`src/rtl/tcw_pkg.sv`:
```
package tcw_pkg;

  // Screen geometry.
  localparam int COLUMNS    = 80;
  localparam int ROWS       = 25;
  localparam int TAB_WIDTH  = 8;
  localparam int CELL_COUNT = ROWS * COLUMNS;
  localparam int COPY_END   = CELL_COUNT - COLUMNS;

  // Field and storage widths.
  localparam int CHAR_W  = 8;
  localparam int ATTR_W  = 7;
  localparam int CELL_W  = ATTR_W + CHAR_W;
  localparam int IDX_W   = 11;
  localparam int CELL_AW = $clog2(CELL_COUNT);
  localparam int COL_W   = $clog2(COLUMNS + 1);
  localparam int ROW_W   = $clog2(ROWS + 1);
  localparam int TAB_W   = $clog2(TAB_WIDTH + 1);
  localparam int ACT_W   = 2;
  localparam int FG_W    = 4;
  localparam int BG_W    = 3;

  // Command queue; the depth must be a power of two.
  localparam int QUEUE_DEPTH = 2;
  localparam int QPTR_W      = $clog2(QUEUE_DEPTH);
  localparam int QCNT_W      = $clog2(QUEUE_DEPTH + 1);

  // Action codes on the command port.
  localparam logic [ACT_W-1:0] ACT_PRINT = 2'd0;
  localparam logic [ACT_W-1:0] ACT_CLEAR = 2'd1;
  localparam logic [ACT_W-1:0] ACT_READ  = 2'd2;

  // Register indexes on the configuration port.
  localparam logic CFG_TEXT_COLOR = 1'b0;
  localparam logic CFG_BACK_COLOR = 1'b1;

  // Character codes with a meaning of their own.
  localparam logic [CHAR_W-1:0] CH_TAB     = 8'd9;
  localparam logic [CHAR_W-1:0] CH_NEWLINE = 8'd10;
  localparam logic [CHAR_W-1:0] CH_SPACE   = 8'h20;

  // Colours after reset.
  localparam logic [FG_W-1:0] RESET_TEXT_COLOR = 4'd14;
  localparam logic [BG_W-1:0] RESET_BACK_COLOR = 3'd1;
  localparam logic [ATTR_W-1:0] RESET_ATTR = {RESET_BACK_COLOR, RESET_TEXT_COLOR};

  // Classified commands passed from the front end to the back end.
  typedef enum logic [2:0] {
    OP_PUTC,
    OP_NEWLINE,
    OP_TAB,
    OP_CLEAR,
    OP_READ
  } op_t;

  typedef struct packed {
    op_t               op;
    logic [CHAR_W-1:0] ch;
    logic [IDX_W-1:0]  idx;
  } cmd_t;

endpackage

```
`src/rtl/tcw_queue.sv`:
```
module tcw_queue
  import tcw_pkg::*;
(
  input  logic clk,
  input  logic rst,
  input  logic push,
  input  cmd_t push_cmd,
  output logic full,
  output logic valid,
  output cmd_t head,
  input  logic pop
);

  cmd_t              entries [QUEUE_DEPTH];
  logic [QPTR_W-1:0] wr_ptr;
  logic [QPTR_W-1:0] rd_ptr;
  logic [QCNT_W-1:0] count;
  logic              do_push;
  logic              do_pop;

  assign full    = (count == QCNT_W'(QUEUE_DEPTH));
  assign valid   = (count != '0);
  assign head    = entries[rd_ptr];
  assign do_push = push && !full;
  assign do_pop  = pop && valid;

  always_ff @(posedge clk) begin
    if (rst) begin
      wr_ptr <= '0;
      rd_ptr <= '0;
      count  <= '0;
    end else begin
      if (do_push) begin
        wr_ptr <= wr_ptr + 1'b1;
      end
      if (do_pop) begin
        rd_ptr <= rd_ptr + 1'b1;
      end
      if (do_push && !do_pop) begin
        count <= count + 1'b1;
      end else if (do_pop && !do_push) begin
        count <= count - 1'b1;
      end
    end
  end

  always_ff @(posedge clk) begin
    if (do_push) begin
      entries[wr_ptr] <= push_cmd;
    end
  end

endmodule

```
`config.mk`:
```
export PLATFORM = sky130hd
export DESIGN_NAME = tcw_queue
export DESIGN_NICKNAME = d
export VERILOG_FILES = /design/src/rtl/tcw_pkg.sv /design/src/rtl/tcw_queue.sv
export SDC_FILE = /design/constraint.sdc
export NUM_CORES = 1
export LEC_CHECK = 0
export BUFFER_PORTS_ARGS = -buffer_cell sky130_fd_sc_hd__buf_2
export CORE_UTILIZATION = 41
export DETAILED_ROUTE_END_ITERATION = 12
export HOLD_SLACK_MARGIN = 0.15
export PLACE_DENSITY = 0.65
export SLEW_MARGIN = 20
export SYNTH_ARGS = -nofsm -noshare
export SYNTH_HDL_FRONTEND = slang
export SYNTH_SLANG_ARGS = --single-unit
```
`constraint.sdc`:
```
create_clock -name clk -period 2.5 [get_ports clk]
set_input_delay 0 -clock clk [delete_from_list [all_inputs] [get_ports clk]]
set_output_delay 0 -clock clk [all_outputs]
set_load 0.01 [all_outputs]
```
==> summary.md, run 1 <==
| Metric | Value |
|---|---|
| Status | finished, final reports clean |
| Syn Area/Cell | 19.35 um2 |
| Slew Viols, Final | 0 |
| Distinct cell type count of the synthesized netlist | 14 |
| First-pass GRT wire length | 4830 um |
| Vias in the first global route | 1,092 |
| CTS tree | built |
| Synth top area share | 73.44% |
| Crit share post-route | between 60 and 70% |
| Row cnt | 23 |
| Starting Density | between 40% and 50% |
| Root Driver | clkbuf_8 |
| Final net count | 201 |
| Area growth, synth to finish | 37.55% |
| Reg2reg start | count[1]$_SDFFE_PP0P_ |
| Cell Chain, Critical Path | buf_4 -> mux2_2 -> buf_2 |
| Critical path required time | between 2 and 3 ns |
| Arr. time, crit path | 1.73 ns |
| Share of cells above drive strength 1 | about 48% |
| Worst Hold Depth | 4 |
| Worst Reg-to-Reg Cells | 4 |
| Final Skew | between 0.005 and 0.006 ns |
| Adder-Cell Fraction of Synth Area | less than 1% |
| Post-synthesis compound-gate area fraction | between 1 and 1.5% |
| DPL Wire Length | between 2000 and 2500 um |
| Critical Path Max Stage Delay | roughly 0.63 ns |
| Hold crit path type | input port to flip-flop |
| CP delay by family, top | flip-flops |
| CP max-delay cell | dfxtp_1 |
| YS warnings | 0 |
| Die W | slightly below 70 um |
| Clk buf depth | 2 |
| Gpl congestion | roughly 0.64 |
| Drt first pass iters | 4 |
| Area leader, netlist | edfxtp_1 |
| Setup TNS | 0 ns |
| Synth Net Count | between 100 and 150 |
| Primary FF master, synth | edfxtp_1 |
| WL/cell | approximately 14 um |
| # DRC | 0 |
| Fmax | 578.8 MHz |
| HP Start | pop |
| DR iter-0 viols | 62 |
| Crit-path max FO | 12 |
| Die Y-Extent | about 70 um |
| Most frequent cells after synthesis | 44 x edfxtp_1, 22 x mux2_2, 5 x dfxtp_1 |
| Main area contributors after synthesis | edfxtp_1 73%, mux2_2 14%, dfxtp_1 5.6%, xor2_1 1.5%, o21ai_0 0.83% |
| Crit path depth | 3 |
| Post-synth EDFFs | 44 |
| Final WL | around 3200 um |
| Mapped cell area | about 0.0018 mm2 |
| Boundary Pins | 50 |
| Synth async-reset ratio | 0% |
| Final global-route overflow total | 0 |
| Max capacitance violation total | 0 |
| CP startpoint kind | flip-flop |
| Port buffer count | between 40 and 50 |
| Core footprint | 0.004115 mm2 |
| Synthesized flop and latch total | 49 |
| Placed inst area | 0.002120 mm2 |
| Leak Pwr | roughly 0.96 nW |
| Cell with the most instances after synthesis | edfxtp_1 |
| Worst setup EP type | output pin |
| Worst-Margin Slew | 0.4899 ns |
| Unrepaired setup endpoints after global routing | no |
| Slew margin rel. | around two thirds |
| Die area | around 0.0047 mm2 |
| Largest family of logic cells by synthesized area | multiplexers |
| Clock Sinks | 49 |
| Via Count | ~1,100 |
| Crit path kind | flip-flop to output pin |
| DRT antenna net count | 0 |
| Power Dens Cells | between 900 and 1000 mW/mm2 |
| Design Area, Final | roughly 0.0025 mm2 |
| Final setup fails | 0 |
| Number of buffers created by CTS | 5 |
| Fin crit period | around 1.7 ns |
| Max IR drop VDD | around 0.47 mV |
| Clk Latency, worst-skew pair | approximately 0.29 ns |
| Clock Pin Slew Worst Setup and Hold Paths | ~0.090 ns |
| Largest net degree at the start of global routing | 23 |
| Simple-gate share of the synthesized area | 2.712% |
| Antenna Cells | 0 |
| Worst path bufs/invs | 2 |
| Total chip power | around 2.3 mW |
| Post-synthesis sequential area ratio | 79.00% |
| Post-synthesis mux area share | between 10 and 15% |
| H-tree levels | 2 |
| Final hold viol count | 0 |
| Resized cells post-CTS | 0 |
| Via/cell ratio | about 4.7 |
| Postcts setup bufs | 0 |
| Global Route Usage Sum | about 15% |
| Synth Area in XOR/XNOR | under 10% |
| Initial antenna violation count | 0 |
| Filler cells | between 300 and 400 |
| Cells after Synth | 93 |
[through the flow]
stage,worst slack [ns],utilization (%),hold slack [ns],std cells
after floorplan,0.8580,-,0.06907,93
after global placement,0.9180,51.51,0.1905,193
after detailed placement,0.8216,51.51,0.1938,193
after CTS,0.7450,60.14,0.1524,225
after global routing,0.6900,60.14,0.2022,225
final,0.7723,60.14,0.1456,225
[where the power goes]
group	switching [mW]	internal (mW)
Sequential	0.0653	1.03
Combinational	0.299	0.315
Clock	0.258	0.299
Total	0.622	1.65
[final cells by class]
class | instances | area (um2) | share of cell area, %
clock inverters | 3 | 46.29 | 1.871
inverters | 2 | 7.507 | 0.3033
repair buffers | 76 | 508.0 | 20.53
well taps | 50 | 62.56 | 2.528
flip-flops and latches | 49 | 1421 | 57.43
clock buffers | 5 | 68.82 | 2.781
multi-input cells | 40 | 360.3 | 14.56
[layout by cell type, fill, tap and decap left out, types with 3 or more instances in the layout]
cell type	count
xor2_1	3
o21ai_0	3
edfxtp_1	44
buf_2	49
buf_4	3
dfxtp_1	5
dlygate4sd3_1	24
nor2_1	4
clkbuf_8	5
mux2_2	22
[state kept, by name, summed over array words and instances (netlist names), named ones only]
| register | count |
|---|---|
| entries | 44 |
| count | 2 |
| rd_ptr | 1 |
| wr_ptr | 1 |
[worst paths after layout]
check / slack, ns / endpoint
min: 0.15 / flip-flop
min reg2reg: 0.51 / flip-flop
max reg2reg: 0.82 / entries[1][16]$_DFFE_PP_
max: 0.77 / head[19]
[what timing repair did]
item,CTS,global route
endpoints found under the setup margin,0,0
hold endpoints to repair,49,0
hold buffers,24,0
[cell families after synthesis]
kind of cell | count (synthesis)
xor+xnor | 3
flops | 49
buf+inv | 4
fa+ha+maj | 1
compound gates | 5
mux | 22
simple gates | 9
[metal layers]
layer	share of wire, %	vias to the layer above	global-route usage [%]	routed length [um]
li1	-	514	-	-
met5	0	-	0	0
met3	3.6	5	4.000	115
met1	41	508	15.55	1311
met4	1.1	0	4.688	36
met2	55	26	28.06	1767
[tightest hold or removal path, cell delays in order]
cell	delay [ns]
buf_2	0.10
o21ai_0	0.14
xor2_1	0.10
nor2_1	0.07
No activity file was read; power rests on OpenSTA's default activity.
==> inputs of run 2 (changes only) <==
Settings changed: ABC_AREA set to 1, PLACE_DENSITY 0.65 to not set.
Clock period 2.5 ns to 1.7 ns, I/O delays scaled along.
==> summary.md, run 2 <==
| Metric | Value |
|---|---|
| Status | finished, final reports clean (unchanged) |
| Largest Register | entries (unchanged) |
| Metal-1 WL | 1291 um (was 1311 um) |
| Drt first pass iters | 4 (unchanged) |
| Largest net degree at the start of global routing | 15 (was 23) |
| Top sig layer | met4 (unchanged) |
| Total chip power | 3.392 mW (was 2.269 mW) |
| Final net count | 217 (was 201) |
| Most frequent cells after synthesis | 44 x edfxtp_1, 20 x mux2_4, 8 x nor2_1 (was 44 x edfxtp_1, 22 x mux2_2, 5 x dfxtp_1) |
| Leak Pwr | 1.076 nW (was 0.9609 nW) |
| Worst setup EP type | flip-flop (was output pin) |
| Final global-route overflow total | 0 (unchanged) |
| CP delay by family, top | flip-flops (unchanged) |
| H-tree levels | 2 (unchanged) |
| CTS tree | built (unchanged) |
| Power Dens Cells | 1302 mW/mm2 (was 916.8 mW/mm2) |
| DR WL met2 | 1767 um (unchanged) |
| Adder-Cell Fraction of Synth Area | 0.6549% (was 0.6954%) |
| Cells after Synth | 105 (was 93) |
| Die area | 0.004937 mm2 (was 0.004657 mm2) |
| CP startpoint kind | flip-flop (unchanged) |
| DR iter-0 viols | 71 (was 62) |
| Largest regs | entries x44, count x2 (unchanged) |
| Number of buffers created by CTS | 5 (unchanged) |
| Largest family of logic cells by synthesized area | multiplexers (unchanged) |
| Arr. time, crit path | 1.74 ns (was 1.73 ns) |
| Slew margin rel. | 81.91% (was 67.30%) |
| # DRC | 0 (unchanged) |
| Synth top area share | 69.16% (was 73.44%) |
| Area growth, synth to finish | 36.35% (was 37.55%) |
| Mapped cell area | 0.001911 mm2 (was 0.001799 mm2) |
| Synth Area in XOR/XNOR | 0% (was 1.460%) |
| Crit-path max FO | 4 (was 12) |
| Final setup fails | 0 (unchanged) |
| Commonest non-fill, non-tap cell in the layout | buf_2 (unchanged) |
| Boundary Pins | 50 (unchanged) |
| Unrepaired setup endpoints after global routing | no (unchanged) |
| Fmax | 659.6 MHz |
| Most frequent cells in the layout | 49 x buf_2, 44 x edfxtp_1, 25 x dlygate4sd3_1 (was 49 x buf_2, 44 x edfxtp_1, 24 x dlygate4sd3_1) |
| Clock Pin Slew Worst Setup and Hold Paths | 0.08 ns (was 0.09 ns) |
| Post-route setup slack | 0.1840 ns (was 0.7723 ns) |
| First-pass GRT wire length | 5333 um (was 4830 um) |
| Critical path required time | 1.92 ns (was 2.50 ns) |
| Post-synth EDFFs | 44 (unchanged) |
| Die Y-Extent | 70.27 um (was 68.25 um) |
| Final core occ | 59.01% (was 60.14%) |
| Clk buf depth | 2 (unchanged) |
| Worst path most repeated cell | inv_1 |
| Synth Net Count | 132 (was 120) |
| Final Skew | 0.008909 ns (was 0.005455 ns) |
| Initial antenna violation count | 0 (unchanged) |
| Share of cells above drive strength 1 | 45.55% (was 48.00%) |
| Crit share post-route | between 80% and 90% |
| DPL Wire Length | 2224 um (was 2135 um) |
| Smallest hold slack | 0.4282 ns (was 0.1456 ns) |
| Post-synthesis sequential area ratio | 74.39% (was 79.00%) |
| Post-synthesis mux area share | 16.90% (was 13.77%) |
| Pre-CTS setup slack | 0.2210 ns (was 0.8216 ns) |
| Global Route Usage Sum | 14.51% (was 14.79%) |
| Filler cells | 360 (was 324) |
| Root Driver | clkbuf_8 (unchanged) |
| Final hold viol count | 0 (unchanged) |
| Post-synthesis compound-gate area fraction | 1.506% (was 1.391%) |
| Crit path kind | flip-flop to flip-flop (was flip-flop to output pin) |
| Largest register FFs | 44 (unchanged) |
| Distinct cell type count of the synthesized netlist | 15 (was 14) |
| Max IR drop VDD | 0.6888 mV (was 0.4734 mV) |
| Hold crit path type | input port to flip-flop (unchanged) |
| Via/cell ratio | 4.658 (was 4.680) |
| Syn Area/Cell | 18.20 um2 (was 19.35 um2) |
| Clk Latency, worst-skew pair | 0.29 ns (about the same) |
| Max capacitance violation total | 0 (unchanged) |
| CP max-delay cell | dfxtp_1 (unchanged) |
| WL/cell | 13.30 um (was 14.36 um) |
| Gpl congestion | 0.6184 (was 0.6380) |
| Main area contributors after synthesis | edfxtp_1 69%, mux2_4 16%, dfxtp_1 5.2%, nor2_1 1.6%, inv_1 1.4% (was edfxtp_1 73%, mux2_2 14%, dfxtp_1 5.6%, xor2_1 1.5%, o21ai_0 0.83%) |
| Port buffer count | 49 (unchanged) |
| Final WL | 3233 um (was 3230 um) |
| Fin crit period | 1.516 ns |
| Resized cells post-CTS | 0 (unchanged) |
| Vias in the first global route | 1,177 (was 1,092) |
| YS warnings | 0 (unchanged) |
| Critical Path Max Stage Delay | 0.35 ns (was 0.63 ns) |
| Antenna Cells | 0 (unchanged) |
| Synth async-reset ratio | 0% (unchanged) |
| Worst path bufs/invs | 4 (was 2) |
| Cell Chain, Critical Path | inv_1 -> o21ai_2 -> inv_1 -> ha_1 -> inv_1 -> nand3_1 -> nand2_1 -> inv_1 -> nor2_1 (was buf_4 -> mux2_2 -> buf_2) |
| Starting Density | 43.28% (was 43.72%) |
| Primary FF master, synth | edfxtp_1 (unchanged) |
| DRT antenna net count | 0 (unchanged) |
| Synthesized flop and latch total | 49 (unchanged) |
| Clock Sinks | 49 (unchanged) |
| Simple-gate share of the synthesized area | 3.798% (was 2.712%) |
| Routed met3 length | 138 um (was 115 um) |
| Worst-Margin Slew | 0.2713 ns (was 0.4899 ns) |
| Cell with the most instances after synthesis | edfxtp_1 (unchanged) |
| Row cnt | 24 (was 23) |
| Slew Viols, Final | 0 (unchanged) |
| Core footprint | 0.004414 mm2 (was 0.004115 mm2) |
| Area leader, netlist | edfxtp_1 (unchanged) |
| Die W | 70.27 um (was 68.25 um) |
| Via Count | 1,132 (was 1,053) |
-- run 2: report_power, final --
group          internal, mW  total (mW)  switching (mW)
Clock                 0.434       0.783           0.349
Combinational         0.509        1.02           0.508
Sequential             1.52        1.59          0.0674
-- run 2: routing by layer --
metal,up-vias,GRT usage (%)
met1,542,15.30
li1,553,-
met3,4,5.195
met5,-,0
met2,33,26.56
met4,0,4.667
-- run 2: worst reg2reg max path, cell delays in order (launching register included) --
cell and delay, ns:
dfxtp_1 0.35, inv_1 0.10, o21ai_2 0.21, inv_1 0.09, ha_1 0.32, inv_1 0.09, nand3_1 0.08, nand2_1 0.07
inv_1 0.04, nor2_1 0.10
-- run 2: logic make-up after synthesis --
kind of cell               after synthesis
adders and majority gates                1
muxes                                   22
buffers and inverters                   10
and+or+nand+nor                         18
DFF                                     49
AOI/OAI and AO/OA                        5
-- run 2: worst paths after layout --
path | from | cells past startpoint | slack, ns | to
min reg2reg | wr_ptr$_SDFFE_PP0P_ | 2 | 0.53 | wr_ptr$_SDFFE_PP0P_
max reg2reg | count[1]$_SDFFE_PP0P_ | 9 | 0.18 | count[1]$_SDFFE_PP0P_
max | count[1]$_SDFFE_PP0P_ | 9 | 0.18 | count[1]$_SDFFE_PP0P_
min | push_cmd[2] | 2 | 0.43 | entries[0][2]$_DFFE_PP_
-- run 2: layout make-up --
type | count | area, um2 | share of cell area, %
inverters | 8 | 30.03 | 1.153
repair buffers | 80 | 540.5 | 20.75
clock buffers | 6 | 72.57 | 2.786
multi-input cells | 46 | 441.7 | 16.95
well taps | 52 | 65.06 | 2.498
flip-flops and latches | 49 | 1421 | 54.56
clock inverters | 2 | 33.78 | 1.297
-- run 2: timing repair --
action / in CTS / in global routing
setup buffers: 0 / 0
endpoints found under the hold margin: 49 / 0
hold buffers: 25 / 0
-- run 2: through the flow --
stage | TNS (ns) | instances | instance area (um2)
5_1_grt | 0 | 243 | 2605
6_report | 0 | 243 | 2605
4_1_cts | 0 | 243 | 2605
3_5_place_dp | 0 | 210 | 2248
2_1_floorplan | -5.238 | 105 | 1911
3_3_place_gp | 0 | 210 | 2248
