<file path="config.mk">
export PLATFORM = sky130hd
export DESIGN_NAME = tcw_front
export DESIGN_NICKNAME = d
export VERILOG_FILES = /design/src/rtl/tcw_pkg.sv /design/src/rtl/tcw_front.sv
export SDC_FILE = /design/constraint.sdc
export NUM_CORES = 1
export LEC_CHECK = 0
export ABC_AREA = 0
export BUFFER_PORTS_ARGS = -buffer_cell sky130_fd_sc_hd__buf_2
export CORE_AREA = 2 2 39 41
export DETAILED_ROUTE_END_ITERATION = 6
export DIE_AREA = 0 0 41 43
export PLACE_DENSITY = 0.61
export SLEW_MARGIN = 10
export SYNTH_ARGS = -nofsm -noshare
export SYNTH_HDL_FRONTEND = slang
export SYNTH_SLANG_ARGS = --single-unit
</file>
<file path="constraint.sdc">
create_clock -name vclk -period 1.3
set_clock_uncertainty 0.1 [all_clocks]
set_input_delay 0.195 -clock vclk [all_inputs]
set_output_delay 0.195 -clock vclk [all_outputs]
set_load 0.02 [all_outputs]
</file>
<file path="src/rtl/tcw_pkg.sv">
package tcw_pkg;

  // Screen geometry.
  localparam int COLUMNS    = 80;
  localparam int ROWS       = 25;
  localparam int TAB_WIDTH  = 8;
  localparam int CELL_COUNT = ROWS * COLUMNS;
  localparam int COPY_END   = CELL_COUNT - COLUMNS;

  // Field and storage widths.
  localparam int CHAR_W  = 8;
  localparam int ATTR_W  = 7;
  localparam int CELL_W  = ATTR_W + CHAR_W;
  localparam int IDX_W   = 11;
  localparam int CELL_AW = $clog2(CELL_COUNT);
  localparam int COL_W   = $clog2(COLUMNS + 1);
  localparam int ROW_W   = $clog2(ROWS + 1);
  localparam int TAB_W   = $clog2(TAB_WIDTH + 1);
  localparam int ACT_W   = 2;
  localparam int FG_W    = 4;
  localparam int BG_W    = 3;

  // Command queue; the depth must be a power of two.
  localparam int QUEUE_DEPTH = 2;
  localparam int QPTR_W      = $clog2(QUEUE_DEPTH);
  localparam int QCNT_W      = $clog2(QUEUE_DEPTH + 1);

  // Action codes on the command port.
  localparam logic [ACT_W-1:0] ACT_PRINT = 2'd0;
  localparam logic [ACT_W-1:0] ACT_CLEAR = 2'd1;
  localparam logic [ACT_W-1:0] ACT_READ  = 2'd2;

  // Register indexes on the configuration port.
  localparam logic CFG_TEXT_COLOR = 1'b0;
  localparam logic CFG_BACK_COLOR = 1'b1;

  // Character codes with a meaning of their own.
  localparam logic [CHAR_W-1:0] CH_TAB     = 8'd9;
  localparam logic [CHAR_W-1:0] CH_NEWLINE = 8'd10;
  localparam logic [CHAR_W-1:0] CH_SPACE   = 8'h20;

  // Colours after reset.
  localparam logic [FG_W-1:0] RESET_TEXT_COLOR = 4'd14;
  localparam logic [BG_W-1:0] RESET_BACK_COLOR = 3'd1;
  localparam logic [ATTR_W-1:0] RESET_ATTR = {RESET_BACK_COLOR, RESET_TEXT_COLOR};

  // Classified commands passed from the front end to the back end.
  typedef enum logic [2:0] {
    OP_PUTC,
    OP_NEWLINE,
    OP_TAB,
    OP_CLEAR,
    OP_READ
  } op_t;

  typedef struct packed {
    op_t               op;
    logic [CHAR_W-1:0] ch;
    logic [IDX_W-1:0]  idx;
  } cmd_t;

endpackage

</file>
<file path="src/rtl/tcw_front.sv">
module tcw_front
  import tcw_pkg::*;
(
  input  logic              start,
  input  logic              busy,
  input  logic [ACT_W-1:0]  action,
  input  logic [CHAR_W-1:0] char_code,
  input  logic [IDX_W-1:0]  cell_index,
  output logic              push,
  output cmd_t              cmd
);

  logic accept;

  assign accept = start && !busy;

  // Sort the accepted item into a command; the unused action is dropped here.
  always_comb begin
    cmd.ch  = char_code;
    cmd.idx = cell_index;
    cmd.op  = OP_PUTC;
    push    = 1'b0;
    unique case (action)
      ACT_PRINT: begin
        push = accept;
        if (char_code == CH_NEWLINE) begin
          cmd.op = OP_NEWLINE;
        end else if (char_code == CH_TAB) begin
          cmd.op = OP_TAB;
        end else begin
          cmd.op = OP_PUTC;
        end
      end
      ACT_CLEAR: begin
        push   = accept;
        cmd.op = OP_CLEAR;
      end
      ACT_READ: begin
        push   = accept;
        cmd.op = OP_READ;
      end
      default: begin
        push = 1'b0;
      end
    endcase
  end

endmodule

</file>
==> summary.txt, run 1 <==
STA
  – Final worst slack: -0.377 ns
  – Tmin final: 1.68 ns
  – FMAX: 596 MHz
  – Max_slew headroom: 84.9%
  – Final slew viol count: 0
  – Fin crit share: 129%
  – Unrepaired setup endpoints after global routing: yes
  – Slew @ Worst Pin: 0.226 ns
  – # setup viols final: 2
  – Fin. Hold Viols: 0

Run status
  – Outcome: finished, violations left
  – Violated checks: negative setup slack

Floorplanning
  – Core Area: 0.00138 mm²
  – Initial Utilization: 15.1%
  – # rows: 14
  – Ports: 46
  – Die area: 0.00176 mm²
  – Die Ht: 43 µm
  – Chip Width: 41 µm

GRT
  – Largest net degree at the start of global routing: 4
  – Vias in the first global route: 164
  – Grt ovf: 0
  – Initial antenna violation count: 0
  – GRT Util Overall: 4.90%
  – First-pass GRT wire length: 655 µm

Detailed routing
  – Routed len/inst: 7.85 µm
  – DR vias/cell: 3.58
  – WL final: 416 µm
  – DRC violations left: 0
  – Via Count: 190
  – Initial DRT Pass Iterations: 1
  – Initial DRC Count: 0
  – ANT nets after route: 0

Hold path
  – Hold Crit Class: in -> out
  – Hold EP: cmd[1]
  – Worst Hold Depth: 0
  – Hold path start: cell_index[1]

Synthesis
  – Synthesized Nets: 52
  – Post-synth top area share: 68.3%
  – Most common cell in the netlist: buf_4
  – Synth area leaders: buf_4 68%, o41ai_1 8.4%, inv_1 5.4%
  – Area leader, netlist: buf_4
  – Avg Inst Size Synth: 7.21 µm²
  – Post-synthesis cell count: 29
  – Synth top cells by count: 19 x buf_4, 3 x inv_1, 2 x o41ai_1
  – Register area share after synthesis: 0%
  – Synth Warn #: 0
  – Mapped Area: 209 µm²
  – Synth cell types: 8

Cells and area
  – Clkbuf count: 0
  – Fin nets: 62
  – Seq cells: 0
  – Ant diodes: 0
  – Storage cell area: 0 µm²
  – Layout area overhead: 45.5%
  – Layout cells sized above 1: 83.8%
  – Final Non-Filler Cells: 53
  – Post-route cell area: 304 µm²

Placed design
  – Dpl hpwl: 393 µm
  – IO Port Bufs: 24
  – Dpl cell area: 263 µm²
  – Placer congestion estimate: 0.579
  – Placed Cells: 52

Power and ir drop
  – Power Density: 343 mW/mm²
  – Leakage: 0.000183 µW
  – Peak supply drop: 0.0905 mV

Critical path
  – Crit path max fanout: 2
  – Critical path required time: 1.00 ns
  – Critical path type: in -> out
  – CP Launch Type: input port
  – CP endpoint kind: output port
  – Worst EP arrival: 1.38 ns

Flow run
  – Max Cap Violations: 0

Clock tree
  – Hold Buf Count CTS: 0
-- worst max-delay path by stage --
stage	startpoint	end	slack (ns)
floorplan	char_code[4]	cmd[19]	-0.24
global placement	char_code[4]	cmd[19]	-0.41
detailed placement	char_code[4]	cmd[19]	-0.42
CTS	char_code[5]	cmd[19]	-0.40
global route	char_code[4]	cmd[19]	-0.43
finish	char_code[4]	cmd[19]	-0.38
-- per-stage QoR --
step                      worst slack (ns)  hold slack [ns]  total power, µW  util (%)  setup TNS (ns)
after floorplan                     -0.243            0.368              113         -          -0.427
after global placement              -0.409            0.290             92.3      19.0          -0.760
after detailed placement            -0.416            0.290             93.2      19.0          -0.781
after CTS                           -0.398            0.290              100      20.5          -0.738
after global routing                -0.426            0.290              113      22.0          -0.796
final                               -0.377            0.290              104      22.0          -0.706
-- cell usage in the layout, fill, tap and decap left out --
cell      instances
o41ai_4           2
nand2b_1          1
inv_1             3
or4b_4            1
nor2b_1           1
buf_4             5
or4_4             1
buf_6             4
buf_2            18
a211oi_1          1
-- kinds of logic after synthesis --
group                  share of synthesized area [%]
buffers and inverters                           73.7
AOI/OAI and AO/OA                               12.0
and+or+nand+nor                                 14.4
-- metal layers --
metal / up-vias / GRT usage [%] / part of all wire [%]
met5: - / 0 / 0
met4: 0 / 0 / 0
met3: 0 / 1.57 / 15
met2: 15 / 7.19 / 49
met1: 82 / 7.28 / 36
li1: 93 / - / -
-- cell type report --
cell class | count | area (µm²)
well taps | 16 | 20.0
fillers | 153 | 1080
repair buffers | 27 | 173
multi-input cells | 7 | 100
inverters | 3 | 11.3
-- power breakdown --
part / internal, µW / switching (µW) / leakage (µW)
Sequential: 0 / 0 / 0
Combinational: 51.2 / 53.2 / 0.000183
Clock: 0 / 0 / 0
Total: 51.2 / 53.2 / 0.000183
-- repair_timing --
| action | CTS | global route |
|---|---|---|
| pin swaps | 3 | 4 |
| buffers inserted | 0 | 1 |
| resized for setup | 5 | 2 |
| setup endpoints to repair | 2 | 2 |
| hold endpoints to repair | 0 | 0 |
-- worst max-delay path, stage by stage --
cell and delay (ns):
buf_6 0.09, or4_4 0.56, o41ai_4 0.35, buf_4 0.19
Power figures use the tool's default switching activity.
==> inputs of run 2 (changes only) <==
--- a/config.mk
+++ b/config.mk
@@ -10,7 +10,9 @@
 export CORE_AREA = 2 2 39 41
 export DETAILED_ROUTE_END_ITERATION = 6
 export DIE_AREA = 0 0 41 43
+export GPL_TIMING_DRIVEN = 0
 export PLACE_DENSITY = 0.61
+export RECOVER_POWER = 50
 export SLEW_MARGIN = 10
 export SYNTH_ARGS = -nofsm -noshare
 export SYNTH_HDL_FRONTEND = slang
==> run 2 against run 1 <==
Against the previous run: maximum frequency fell by 0.99%; utilization rose by 12 points; the flow still finishes with violations (negative setup slack); final area rose by 53%; largest cell class unchanged; sequential share of layout area did not move; flip-flop and latch count did not move; die area did not move; worst hold slack improved by 0.22 ns.
==> summary.txt, run 2 (synthesis results as in run 1) <==
Run status
  – Outcome: finished, violations left (unchanged)
  – Violated checks: negative setup slack (unchanged)

Floorplanning
  – Chip Width: 41 µm (unchanged)
  – Initial Utilization: 15.1% (unchanged)
  – Die area: 0.00176 mm² (unchanged)
  – Core Area: 0.00138 mm² (unchanged)
  – Ports: 46 (unchanged)
  – Die Ht: 43 µm (unchanged)
  – # rows: 14 (unchanged)

Hold path
  – Worst Hold Depth: 2 (was 0)
  – Hold Crit Class: in -> out (unchanged)
  – Hold path start: cell_index[5] (was cell_index[1])
  – Hold EP: cmd[5] (was cmd[1])

Cells and area
  – Storage cell area: 0 µm² (unchanged)
  – Clkbuf count: 0 (unchanged)
  – Layout area overhead: 123% (was 45.5%)
  – Final-layout fill cell count: 155 (was 153)
  – Commonest non-fill, non-tap cell in the layout: buf_4 (was buf_2)
  – Layout cells sized above 1: 75.0% (was 83.8%)
  – Ant diodes: 0 (unchanged)
  – Seq cells: 0 (unchanged)
  – Most frequent cells in the layout: 21 x buf_4, 19 x buf_2, 10 x clkbuf_1, 4 x buf_6, 3 x inv_1 (was 18 x buf_2, 5 x buf_4, 4 x buf_6, 3 x inv_1, 2 x o41ai_4)
  – Post-route cell area: 467 µm² (was 304 µm²)
  – Fin nets: 89 (was 62)
  – Final Non-Filler Cells: 80 (was 53)

Detailed routing
  – Initial DRT Pass Iterations: 1 (unchanged)
  – Routed len/inst: 8.21 µm (was 7.85 µm)
  – WL final: 657 µm (was 416 µm)
  – DR vias/cell: 3.70 (was 3.58)
  – DRC violations left: 0 (unchanged)
  – ANT nets after route: 0 (unchanged)
  – Initial DRC Count: 0 (unchanged)
  – Via Count: 296 (was 190)

Flow run
  – Max Cap Violations: 0 (unchanged)

STA
  – FMAX: 590 MHz (was 596 MHz)
  – Fin crit share: 130% (was 129%)
  – Unrepaired setup endpoints after global routing: yes (unchanged)
  – Hold slack final: 0.507 ns (was 0.290 ns)
  – Final worst slack: -0.394 ns (was -0.377 ns)
  – Max_slew headroom: 83.5% (was 84.9%)
  – Tmin final: 1.69 ns (was 1.68 ns)
  – Final slew viol count: 0 (unchanged)
  – Fin. Hold Viols: 0 (unchanged)
  – # setup viols final: 2 (unchanged)
  – Slew @ Worst Pin: 0.249 ns (was 0.226 ns)

Power and ir drop
  – Combinational share of power: 100.0% (about the same)
  – Leakage: 0.000276 µW (was 0.000183 µW)
  – Register share of total power: 0% (about the same)
  – Peak supply drop: 0.123 mV (was 0.0905 mV)
  – Internal Pwr Total: 88.1 µW (was 51.2 µW)
  – Power Density: 379 mW/mm² (was 343 mW/mm²)
  – Sw frac: 50.2% (was 51.0%)
  – Sw Pwr: 88.7 µW (was 53.2 µW)
  – Clock share of power: 0% (about the same)
  – Final Power: 177 µW (was 104 µW)

Placed design
  – Placer congestion estimate: 0.612 (was 0.579)
  – IO Port Bufs: 35 (was 24)
  – Pre-CTS setup slack: -0.429 ns (was -0.416 ns)
  – Dpl cell area: 445 µm² (was 263 µm²)
  – Placed Cells: 80 (was 52)

GRT
  – GRT Util Overall: 6.89% (was 4.90%)
  – Largest net degree at the start of global routing: 5 (was 4)
  – Vias in the first global route: 222 (was 164)
  – Initial antenna violation count: 0 (unchanged)
  – First-pass GRT wire length: 910 µm (was 655 µm)
  – Grt ovf: 0 (unchanged)

Critical path
  – Worst EP arrival: 1.40 ns (was 1.38 ns)
  – Critical path type: in -> out (unchanged)
  – CP endpoint kind: output port (unchanged)
  – Critical path required time: 1.00 ns (about the same)
  – Crit path max fanout: 2 (unchanged)
  – CP Launch Type: input port (unchanged)

Clock tree
  – Hold Buf Count CTS: 0 (unchanged)
run 2: cell type report:
class / instances / area [µm²] / share of cell area, %
timing repair buffer: 35 / 193 / 41.3
buffer: 19 / 143 / 30.6
multi-input combinational: 7 / 100 / 21.4
tap: 16 / 20.0 / 4.29
inverter: 3 / 11.3 / 2.41
run 2: worst max-delay path, stage by stage:
cell     delay [ns]
buf_2          0.11
or4_4          0.55
o41ai_4        0.36
buf_4          0.19
run 2: worst max-delay path by stage:
stage,from,depth (start not counted),slack (ns),end
finish,char_code[7],4,-0.39,cmd[19]
global route,char_code[7],4,-0.43,cmd[19]
CTS,char_code[5],4,-0.41,cmd[19]
detailed placement,char_code[4],4,-0.43,cmd[19]
global placement,char_code[4],4,-0.41,cmd[19]
floorplan,char_code[4],2,-0.24,cmd[19]
run 2: metrics by stage:
stage / setup TNS [ns] / utilization [%]
4_1_cts: -0.745 / 33.7
6_report: -0.719 / 33.7
5_1_grt: -0.778 / 33.7
3_3_place_gp: -0.767 / 32.2
2_1_floorplan: -0.427 / -
3_5_place_dp: -0.810 / 32.2
run 2: what timing repair did:
item / 4_1_cts / 5_1_grt
gates resized for setup: 5 / 2
buffers inserted: 0 / 0
setup endpoints to repair: 2 / 2
pin swaps: 3 / 4
run 2: routing by layer:
metal  GRT usage (%)  vias up  part of all wire (%)
met2            13.4       21                    58
met5               0        -                     0
met3               0        0                    12
li1                -      147                     -
met1            8.23      128                    29
met4               0        0                     0
run 2: power by group through the flow:
stage          Clock [µW]  Combinational (µW)  Sequential [µW]
2_1_floorplan           0                 113                0
3_3_place_gp            0                 169                0
3_5_place_dp            0                 171                0
4_1_cts                 0                 178                0
5_1_grt                 0                 189                0
6_report                0                 177                0
==> inputs of run 3 (changes only) <==
--- a/config.mk
+++ b/config.mk
@@ -6,7 +6,7 @@
 export NUM_CORES = 1
 export LEC_CHECK = 0
 export ABC_AREA = 0
-export BUFFER_PORTS_ARGS = -buffer_cell sky130_fd_sc_hd__buf_2
+export BUFFER_PORTS_ARGS = -buffer_cell sky130_fd_sc_hd__buf_4
 export CORE_AREA = 2 2 39 41
 export DETAILED_ROUTE_END_ITERATION = 6
 export DIE_AREA = 0 0 41 43
==> run 3 against run 2 <==
Against the previous run: the flow still finishes with violations (negative setup slack); critical path type unchanged; flip-flop and latch count is the same; final area grew 12%; non-clock buffer count is 1 higher; total power is 11% higher; sequential share of layout area unchanged; utilization increased by 4.0 points; cell count is 1.3% higher; count of clock-buffer cells in the layout stayed put; die area did not move; setup slack improved by 0.056 ns; worst hold slack worse by 0.018 ns; critical path depth unchanged.
==> summary.txt, run 3 (synthesis results as in run 1) <==
Detailed routing
  – Initial DRT Pass Iterations: 2 (was 1)
  – Via Count: 293 (was 296)
  – Routed len/inst: 8.49 µm (was 8.21 µm)
  – WL final: 688 µm (was 657 µm)
  – DR vias/cell: 3.62 (was 3.70)
  – Initial DRC Count: 1 (was 0)
  – DRC violations left: 0 (unchanged)
  – ANT nets after route: 0 (unchanged)

Floorplanning
  – Die Ht: 43 µm (unchanged)
  – # rows: 14 (unchanged)
  – Initial Utilization: 15.1% (unchanged)
  – Ports: 46 (unchanged)
  – Die area: 0.00176 mm² (unchanged)
  – Core Area: 0.00138 mm² (unchanged)
  – Chip Width: 41 µm (unchanged)

Critical path
  – CP Launch Type: input port (unchanged)
  – Critical path type: in -> out (unchanged)
  – Critical path required time: 1.00 ns (about the same)
  – Worst EP arrival: 1.34 ns (was 1.40 ns)
  – Kind of cell with the highest combined delay on the critical path: simple AND/OR/NAND/NOR gates (unchanged)
  – Buf/Inv on CP: 2 (unchanged)
  – CP Cell Sequence: buf_6 > or4_4 > o41ai_4 > buf_4 (was buf_2 > or4_4 > o41ai_4 > buf_4)
  – CP max-delay cell: or4_4 (unchanged)
  – CP peak stage delay: 0.56 ns (was 0.55 ns)
  – CP endpoint kind: output port (unchanged)
  – Crit path max fanout: 2 (unchanged)

STA
  – Hold slack final: 0.489 ns (was 0.507 ns)
  – Final worst slack: -0.338 ns (was -0.394 ns)
  – Slew @ Worst Pin: 0.249 ns (about the same)
  – Final slew viol count: 0 (unchanged)
  – # setup viols final: 2 (unchanged)
  – Final setup TNS: -0.662 ns (was -0.719 ns)
  – Unrepaired setup endpoints after global routing: yes (unchanged)
  – Tmin final: 1.64 ns (was 1.69 ns)
  – Fin. Hold Viols: 0 (unchanged)
  – Max_slew headroom: 83.4% (was 83.5%)
  – FMAX: 611 MHz (was 590 MHz)
  – Fin crit share: 126% (was 130%)

Cells and area
  – Most frequent cells in the layout: 41 x buf_4, 10 x clkbuf_1, 4 x buf_6, 3 x inv_1, 2 x o41ai_4 (was 21 x buf_4, 19 x buf_2, 10 x clkbuf_1, 4 x buf_6, 3 x inv_1)
  – Seq cells: 0 (unchanged)
  – Ant diodes: 0 (unchanged)
  – Layout area overhead: 150% (was 123%)
  – Final-layout fill cell count: 155 (unchanged)
  – Storage cell area: 0 µm² (unchanged)
  – Clkbuf count: 0 (unchanged)
  – Layout cells sized above 1: 75.4% (was 75.0%)
  – Commonest non-fill, non-tap cell in the layout: buf_4 (unchanged)
  – Fin nets: 90 (was 89)

Power and ir drop
  – Power Density: 376 mW/mm² (was 379 mW/mm²)
  – Leakage: 0.000296 µW (was 0.000276 µW)
  – Peak supply drop: 0.130 mV (was 0.123 mV)

GRT
  – Vias in the first global route: 253 (was 222)
  – GRT Util Overall: 7.19% (was 6.89%)
  – Initial antenna violation count: 0 (unchanged)
  – Largest net degree at the start of global routing: 5 (unchanged)
  – Grt ovf: 0 (unchanged)
  – First-pass GRT wire length: 972 µm (was 910 µm)

Run status
  – Violated checks: negative setup slack (unchanged)
  – Outcome: finished, violations left (unchanged)

Placed design
  – IO Port Bufs: 35 (unchanged)
  – Pre-CTS setup slack: -0.423 ns (was -0.429 ns)
  – Placer congestion estimate: 0.576 (was 0.612)

Flow run
  – Max Cap Violations: 0 (unchanged)

Hold path
  – Hold Crit Class: in -> out (unchanged)
run 3: cell count changes in the layout (fill, tap and decap cells not counted), sizes merged:
cell | previous run | this run
buf | 44 | 45
run 3: path summary, 6_finish.rpt:
check          start  endpoint  slack, ns  depth (start not counted)
max     char_code[6]   cmd[19]      -0.34                          4
min    cell_index[6]    cmd[6]       0.49                          2
run 3: repair_timing:
item	CTS	global route
setup buffers	0	1
hold buffers	0	0
pin swaps	2	2
endpoints found under the setup margin	2	2
gates resized for setup	3	2
run 3: cell type report:
type	count	area, µm²	area share [%]
multi-input cells	7	100	19.2
repair buffers	36	248	47.5
inverters	3	11.3	2.16
plain buffers	19	143	27.3
well taps	16	20.0	3.84
run 3: where the power goes:
group          switching [µW]  internal [µW]  total [µW]
Clock                       0              0           0
Sequential                  0              0           0
Combinational            89.5            107         196
Total                    89.5            107         196
run 3: routing by layer:
| layer | track usage, % | vias up | routed length (µm) |
|---|---|---|---|
| li1 | - | 151 | - |
| met1 | 8.23 | 121 | 212 |
| met2 | 13.8 | 21 | 370 |
| met3 | 1.05 | 0 | 105 |
| met4 | 0 | 0 | 0 |
| met5 | 0 | - | 0 |
run 3: stage by stage:
| step | instances | total power (µW) | area [µm²] | utilization, % |
|---|---|---|---|---|
| detailed placement | 80 | 204 | 533 | 38.5 |
| CTS | 80 | 208 | 544 | 39.3 |
| global route | 81 | 208 | 522 | 37.7 |
| global placement | 80 | 202 | 533 | 38.5 |
| floorplan | 29 | 113 | 250 | - |
| finish | 81 | 196 | 522 | 37.7 |
